===== src/hw/rtl/framed_payload_receiver_defines.svh =====
// Assertion macros shared by the frame receiver RTL.
`ifndef FRAMED_PAYLOAD_RECEIVER_DEFINES_SVH
`define FRAMED_PAYLOAD_RECEIVER_DEFINES_SVH

// same-cycle implication, checked out of reset
`define FRP_ASSERT_IMPL(label, clk, rst_n, ante, cons) \
	label: assert property (@(posedge clk) disable iff (!rst_n) (ante) |-> (cons)) \
		else $error("frame receiver check failed");

// next-cycle implication, checked out of reset
`define FRP_ASSERT_NEXT(label, clk, rst_n, ante, cons) \
	label: assert property (@(posedge clk) disable iff (!rst_n) (ante) |=> (cons)) \
		else $error("frame receiver check failed");

`endif


===== src/hw/rtl/frp_pkg.sv =====
// Types and constants of the framed payload receiver.
package frp_pkg;

	localparam int unsigned BYTE_W  = 8;
	localparam int unsigned INDEX_W = 6;
	localparam int unsigned CHECK_W = 16;
	localparam int unsigned COUNT_W = 7;
	localparam int unsigned CFG_IDX_W = 8;

	localparam logic [CFG_IDX_W-1:0] CFG_HEAD_FIRST  = 8'd0;
	localparam logic [CFG_IDX_W-1:0] CFG_HEAD_SECOND = 8'd1;
	localparam logic [CFG_IDX_W-1:0] CFG_TAIL_FIRST  = 8'd2;
	localparam logic [CFG_IDX_W-1:0] CFG_TAIL_SECOND = 8'd3;

	typedef enum logic [9:0] {
		PH_HEAD0 = 10'b00_0000_0001,
		PH_HEAD1 = 10'b00_0000_0010,
		PH_ID    = 10'b00_0000_0100,
		PH_LEN   = 10'b00_0000_1000,
		PH_DATA  = 10'b00_0001_0000,
		PH_CHK0  = 10'b00_0010_0000,
		PH_CHK1  = 10'b00_0100_0000,
		PH_END0  = 10'b00_1000_0000,
		PH_END1  = 10'b01_0000_0000,
		PH_EMIT  = 10'b10_0000_0000
	} phase_t;

endpackage


===== src/hw/rtl/framed_payload_receiver.sv =====
// Framed payload receiver: length-prefixed frame parser with a payload buffer.
//
// Input stream s_axis: one received byte per item. Frames are two header
// bytes, an id byte, a length byte, the payload (length 0 still takes one
// byte), two check bytes and two end bytes. Header and end values are set
// through the cfg write port (cfg_ready is always high).
// Payload bytes go into a single-port buffer of MAX_PAYLOAD bytes; bytes
// beyond it are dropped and the run is marked truncated.
// While parsing, s_axis_tready is high and each offered byte is taken. On a good final
// end byte of a frame with nonzero length the block stops taking input and walks
// the buffer: one read, then one output load. The end byte moves the phase to emit,
// each read fills rd_data_s1 and its load fills the output register; a new read waits
// until the pending one is loaded. s_axis_tready stays low until the walk is done.
// Output stream m_axis: one item per payload byte with its index, the id,
// the raw check word and the truncated flag; tlast marks the final byte.
// A stalled m_axis holds the output register and the walk waits for it.
// Reset clears the parser to the header hunt and the control and config
// registers to zero; the buffer is not cleared, only entries written by the
// current frame are read.
`include "framed_payload_receiver_defines.svh"

module framed_payload_receiver #(
	parameter int unsigned MAX_PAYLOAD = 64
) (
	input  logic                            clk,
	input  logic                            arst_n,
	input  logic                            s_axis_tvalid,
	output logic                            s_axis_tready,
	input  logic [frp_pkg::BYTE_W-1:0]      s_axis_tdata,   // [7:0] rx_byte
	output logic                            m_axis_tvalid,
	input  logic                            m_axis_tready,
	// [7:0] payload_byte, [13:8] byte_index, [21:14] frame_tag,
	// [37:22] check_word, [39:38] zero
	output logic [39:0]                     m_axis_tdata,
	output logic [0:0]                      m_axis_tuser,   // [0] truncated
	output logic                            m_axis_tlast,
	input  logic                            cfg_valid,
	output logic                            cfg_ready,
	input  logic [frp_pkg::CFG_IDX_W-1:0]   cfg_index,
	input  logic [frp_pkg::BYTE_W-1:0]      cfg_data
);
	import frp_pkg::*;

	localparam int unsigned AW = (MAX_PAYLOAD > 1) ? $clog2(MAX_PAYLOAD) : 1;
	localparam logic [BYTE_W-1:0]  MAX_B = BYTE_W'(MAX_PAYLOAD);
	localparam logic [COUNT_W-1:0] MAX_C = COUNT_W'(MAX_PAYLOAD);

	logic [BYTE_W-1:0] head_first_q, head_second_q, tail_first_q, tail_second_q;
	phase_t            phase_q;
	logic [BYTE_W-1:0] tag_q;
	logic [BYTE_W-1:0] declared_q;
	logic [BYTE_W-1:0] received_q;
	logic [CHECK_W-1:0] check_q;
	logic              trunc_q;
	logic [COUNT_W-1:0] emit_total_q;
	logic [COUNT_W-1:0] emit_cnt_q;

	logic [BYTE_W-1:0] mem [MAX_PAYLOAD];
	logic [BYTE_W-1:0] rd_data_s1;
	logic              rd_pend_s1;
	logic [COUNT_W-1:0] idx_s1;

	logic              out_valid_q;
	logic [BYTE_W-1:0] out_byte_q;
	logic [INDEX_W-1:0] out_index_q;
	logic [BYTE_W-1:0] out_tag_q;
	logic [CHECK_W-1:0] out_check_q;
	logic              out_trunc_q;
	logic              out_last_q;

	logic              in_fire;
	logic              out_fire;
	logic              issue;
	logic              wr_en;
	logic [BYTE_W-1:0] rx;
	logic [BYTE_W-1:0] received_next;
	logic              end_trunc;
	logic [COUNT_W-1:0] end_total;

	assign rx            = s_axis_tdata;
	assign s_axis_tready = (phase_q != PH_EMIT);
	assign in_fire       = s_axis_tvalid && s_axis_tready;
	assign out_fire      = out_valid_q && m_axis_tready;
	assign cfg_ready     = 1'b1;

	assign received_next = (received_q != 8'hFF) ? received_q + 8'd1 : received_q;
	assign wr_en         = in_fire && (phase_q == PH_DATA) && (received_q < MAX_B);
	assign end_trunc     = declared_q > MAX_B;
	assign end_total     = end_trunc ? MAX_C : declared_q[COUNT_W-1:0];
	assign issue         = (phase_q == PH_EMIT) && (emit_cnt_q < emit_total_q)
		&& !rd_pend_s1 && (!out_valid_q || m_axis_tready);

	// payload buffer
	always_ff @(posedge clk) begin
		if (wr_en) begin
			mem[received_q[AW-1:0]] <= rx;
		end
		if (issue) begin
			rd_data_s1 <= mem[emit_cnt_q[AW-1:0]];
		end
	end

	always_ff @(posedge clk or negedge arst_n) begin
		if (!arst_n) begin
			head_first_q  <= '0;
			head_second_q <= '0;
			tail_first_q  <= '0;
			tail_second_q <= '0;
		end else if (cfg_valid) begin
			unique case (cfg_index)
				CFG_HEAD_FIRST:  head_first_q  <= cfg_data;
				CFG_HEAD_SECOND: head_second_q <= cfg_data;
				CFG_TAIL_FIRST:  tail_first_q  <= cfg_data;
				CFG_TAIL_SECOND: tail_second_q <= cfg_data;
				default: ;
			endcase
		end
	end

	// parser
	always_ff @(posedge clk or negedge arst_n) begin
		if (!arst_n) begin
			phase_q      <= PH_HEAD0;
			tag_q        <= '0;
			declared_q   <= '0;
			received_q   <= '0;
			check_q      <= '0;
			trunc_q      <= 1'b0;
			emit_total_q <= '0;
			emit_cnt_q   <= '0;
			rd_pend_s1   <= 1'b0;
			idx_s1       <= '0;
		end else begin
			rd_pend_s1 <= issue;
			if (issue) begin
				idx_s1     <= emit_cnt_q;
				emit_cnt_q <= emit_cnt_q + 7'd1;
			end
			unique case (phase_q)
				PH_HEAD0: begin
					if (in_fire && rx == head_first_q) phase_q <= PH_HEAD1;
				end
				PH_HEAD1: begin
					if (in_fire) phase_q <= (rx == head_second_q) ? PH_ID : PH_HEAD0;
				end
				PH_ID: begin
					if (in_fire) begin
						tag_q   <= rx;
						phase_q <= PH_LEN;
					end
				end
				PH_LEN: begin
					if (in_fire) begin
						declared_q <= rx;
						received_q <= '0;
						phase_q    <= PH_DATA;
					end
				end
				PH_DATA: begin
					if (in_fire) begin
						received_q <= received_next;
						if (received_next >= declared_q) phase_q <= PH_CHK0;
					end
				end
				PH_CHK0: begin
					if (in_fire) begin
						check_q[15:8] <= rx;
						phase_q       <= PH_CHK1;
					end
				end
				PH_CHK1: begin
					if (in_fire) begin
						check_q[7:0] <= rx;
						phase_q      <= PH_END0;
					end
				end
				PH_END0: begin
					if (in_fire) phase_q <= (rx == tail_first_q) ? PH_END1 : PH_HEAD0;
				end
				PH_END1: begin
					if (in_fire) begin
						trunc_q      <= end_trunc;
						emit_total_q <= end_total;
						emit_cnt_q   <= '0;
						phase_q      <= (rx == tail_second_q && end_total != '0)
							? PH_EMIT : PH_HEAD0;
					end
				end
				PH_EMIT: begin
					if (emit_cnt_q == emit_total_q && !rd_pend_s1) phase_q <= PH_HEAD0;
				end
				default: phase_q <= PH_HEAD0;
			endcase
		end
	end

	// output register
	always_ff @(posedge clk or negedge arst_n) begin
		if (!arst_n) begin
			out_valid_q <= 1'b0;
		end else if (rd_pend_s1) begin
			out_valid_q <= 1'b1;
		end else if (out_fire) begin
			out_valid_q <= 1'b0;
		end
	end

	always_ff @(posedge clk) begin
		if (rd_pend_s1) begin
			out_byte_q  <= rd_data_s1;
			out_index_q <= idx_s1[INDEX_W-1:0];
			out_tag_q   <= tag_q;
			out_check_q <= check_q;
			out_trunc_q <= trunc_q;
			out_last_q  <= (idx_s1 + 7'd1) == emit_total_q;
		end
	end

	assign m_axis_tvalid = out_valid_q;
	assign m_axis_tdata  = {2'b00, out_check_q, out_tag_q, out_index_q, out_byte_q};
	assign m_axis_tuser  = out_trunc_q;
	assign m_axis_tlast  = out_last_q;

	`FRP_ASSERT_IMPL(a_slot_free, clk, arst_n, rd_pend_s1, !out_valid_q || m_axis_tready)
	`FRP_ASSERT_IMPL(a_emit_bound, clk, arst_n, 1'b1, emit_cnt_q <= emit_total_q)
	`FRP_ASSERT_IMPL(a_pend_in_emit, clk, arst_n, rd_pend_s1, phase_q == PH_EMIT)
	`FRP_ASSERT_NEXT(a_load_valid, clk, arst_n, rd_pend_s1, out_valid_q)

endmodule


===== config.mk =====
export PLATFORM = sky130hd
export DESIGN_NAME = framed_payload_receiver
export DESIGN_NICKNAME = d
export VERILOG_FILES = /design/src/hw/rtl/frp_pkg.sv /design/src/hw/rtl/framed_payload_receiver.sv
export VERILOG_INCLUDE_DIRS = /design/src /design/src/hw/rtl
export SDC_FILE = /design/constraint.sdc
export NUM_CORES = 1
export LEC_CHECK = 0
export ABC_AREA = 0
export BUFFER_PORTS_ARGS = -buffer_cell sky130_fd_sc_hd__buf_2
export CORE_MARGIN = 8
export CORE_UTILIZATION = 55
export CTS_CLUSTER_SIZE = 8
export DETAILED_ROUTE_END_ITERATION = 10
export PLACE_DENSITY_LB_ADDON = 0.1
export SLEW_MARGIN = 40
export SYNTH_ARGS = -nofsm -noshare
export SYNTH_HDL_FRONTEND = slang
export SYNTH_SLANG_ARGS = --single-unit

===== constraint.sdc =====
create_clock -name clk -period 3.4 [get_ports clk]
set_input_delay 0.68 -clock clk [delete_from_list [all_inputs] [get_ports clk]]
set_output_delay 0.68 -clock clk [all_outputs]
set_load 0.05 [all_outputs]

==> summary.md <==
| Metric | Value |
|---|---|
| Detailed-route wire length per cell | 26.39 microns |
| Critical Setup Path Class | flop to flop |
| Largest family of logic cells by synthesized area | multiplexers |
| Syn Area/Cell | 17.93 sq um |
| CTS resizes | 0 |
| Antenna-violating nets left | 0 |
| Placed cell count | 2,316 |
| Final net count | 1,794 |
| Routed WL | 65.02 mm |
| 1st-pass router iterations | 7 |
| Worst R2R Start | received_q[0] |
| Crit. Startpoint | received_q[0] |
| Die height | 237.9 microns |
| Final std cells w/o fill | 2,464 |
| TNS Setup | 0 ps |
| CP Capture Type | flop |
| IO Port Bufs | 70 |
| Starting Density | 55.57% |
| Mux cell area share after synthesis | 14.52% |
| Clock sink total | 666 |
| CTS Root Cell | clkbuf_16 |
| GPL Wtd Cong | 0.8565 |
| Skew-Pair Late Insertion Delay | 630 ps |
| First-pass GRT wire length | 96.55 mm |
| Mapped cell area | 27,090 sq um |
| Slew @ Worst Pin | 866.2 ps |
| Slew Viols, Final | 0 |
| Vias in the first global route | 15,012 |
| Worst hold slack | 104.3 ps |
| Synth warn | 0 |
| Via count | 14,734 |
| #FFs+latches synth | 666 |
| Largest net degree at the start of global routing | 61 |
| Number of post-CTS setup repair buffers | 0 |
| H-tree Lvls | 3 |
| Initial drt markers | 1,416 |
| Worst Path Required | 3900 ps |
| Synth area leaders | edfxtp_1 62%, dfrtp_1 9.7%, mux4_2 9.3%, mux2_2 2.6%, mux2i_1 2.1% |
| Setup violators final | 0 |
| Worst vdd ir | 0.5203 mV |
| Synth top area share | 62.08% |
| CTS tree | yes |
| Slew headroom | 41.72% |
| Footprint of the multi-input gates | 7119 sq um |
| Core ar. | 48,750 sq um |
| P per Cell Area | 571.2 nW/um^2 |
| Synth cell count leaders | 560 x edfxtp_1, 112 x mux4_2, 105 x dfrtp_1 |
| GRT Residual Overflow | 0 |
| Synth Area in Compound Gates | 3.667% |
| Worst setup path endpoint | phase_q[2] |
| Clock buffer count from CTS | 93 |
| Final Util | 65.17% |
| Worst min path class | input port to async pin |
| Yosys cell types | 67 |
| Total Power | 18.15 mW |
| Biggest area consumer among synthesized cells | edfxtp_1 |
| Post-detail-place hpwl | 41.54 mm |
| RSZ-0062 raised after global routing | no |
| Fin. Hold Viols | 0 |
| Row cnt | 81 |
| R2R depth | 12 |
| Die ar. | 56,610 sq um |
| CTS Hold Bufs | 0 |
| Final period util | 93.81% |
| Io pins | 74 |
| Reg2reg end | phase_q[2] |
| Worst Skew | 34.41 ps |
| Crit start category | flop |
| Die X | 237.9 microns |
| Status | finished, final reports clean |
| Fmax | 313.5 MHz |
| Max cap viols | 0 |
| Leakage | 11.42 nW |
| Ys async rst share | 15.92% |
| Clock Tree Buf Depth | 3 |
| CP Max Fanout | 10 |
| CP arrival | 3690 ps |
| Area share of fa/ha/maj cells after synthesis | 0.8314% |
| Tmin final | 3190 ps |
| Post-Synth Simple-Gate Area | 5.497% |
| Post-synthesis sequential area ratio | 71.88% |
| XOR/XNOR share of the synthesized area | 1.714% |
| All-layer global routing usage | 23.20% |
| Drc violations | 0 |
| Fill cells | 3,338 |
| Area Overhead vs Synth | 17.27% |
| Vias per cell | 5.980 |
| Post-synth EDFFs | 560 |
| Initial antenna violation count | 6 |
| R2r setup slk | 210 ps |
| Synth Flop Type | edfxtp_1 |
| Synth Instances | 1,511 |
| Clock transition at path regs | 50 ps |
| Register area | 19,480 sq um |
| Share of layout cells above drive strength 1 | 29.63% |
| Top-count cell post-synth | edfxtp_1 |
[layer usage]
metal  share of wire, %  track usage (%)
met1                 41            30.92
met2                 48            36.84
met3                8.0            5.780
met4                3.5            8.968
met5                  0                0
[worst min-delay path by stage]
stage	depth (start not counted)	from	endpoint	slack [ps]
6_report	1	arst_n	tag_q[2]	100
5_1_grt	1	arst_n	tag_q[2]	140
4_1_cts	1	arst_n	tag_q[2]	100
3_5_place_dp	0	rd_data_s1[2]	out_byte_q[2]	400
3_3_place_gp	0	rd_data_s1[2]	out_byte_q[2]	400
2_1_floorplan	0	arst_n	check_q[0]	380
[cells by family (layout without fill, tap and decap cells)]
logic type | Yosys count | count (layout)
AO/OA/AOI/OAI | 138 | 138
XOR/XNOR | 53 | 53
adder cells (fa/ha/maj) | 18 | 18
buffers and inverters | 109 | 396
flip-flops | 666 | 666
multiplexers | 241 | 241
other | 2 | 4
AND/OR/NAND/NOR | 284 | 284
[layout by cell type, fill, tap and decap left out, types with 23 or more instances in the layout]
cell,instances
a21oi_1,26
buf_2,69
buf_4,149
clkbuf_1,46
clkbuf_16,95
dfrtp_1,102
edfxtp_1,560
inv_1,24
mux2_2,63
mux2i_1,58
mux4_2,112
nand2_1,43
nand3_1,24
nor2_1,97
nor3_1,28
o21ai_0,23
o221ai_1,24
xnor2_1,30
xor2_1,23
[through the flow]
stage	instance area (sq um)	worst slack (ps)
global route	31760	2.842
finish	31770	210.4
CTS	31760	145.4
floorplan	27090	355.0
detailed placement	29110	168.4
global placement	29100	223.0
[power by group]
part / internal (mW) / leakage, nW / switching [mW]
sequential: 8.91 / 6.46 / 0.0603
clock: 5.11 / 1.27 / 3.28
combinational: 0.288 / 3.69 / 0.500
total: 14.3 / 11.4 / 3.84
[sequential cells by signal, summed over array words and instances, names as in the netlist, 10 cells and up]
name	flops
out_check_q	16
check_q	16
phase_q	10
mem	512
[worst max-delay path: stages (launching register included)]
cell	delay [ps]
dfrtp_1	360
ha_1	250
nand2_1	120
or3_1	490
nand2b_1	200
xnor2_1	90
ha_1	290
o21a_1	120
o21ai_0	80
a221o_1	370
a21oi_2	210
o21ai_4	150
mux2_2	310
[final cells by class]
class | count | area share, %
Sequential cell | 666 | 61.32
Multi-Input combinational cell | 737 | 22.41
Clock buffer | 141 | 8.027
Timing Repair Buffer | 224 | 4.986
Tap cell | 664 | 2.615
Clock inverter | 6 | 0.3309
Inverter | 25 | 0.3033
Antenna cell | 1 | 0.007877
Power figures use the tool's default switching activity.
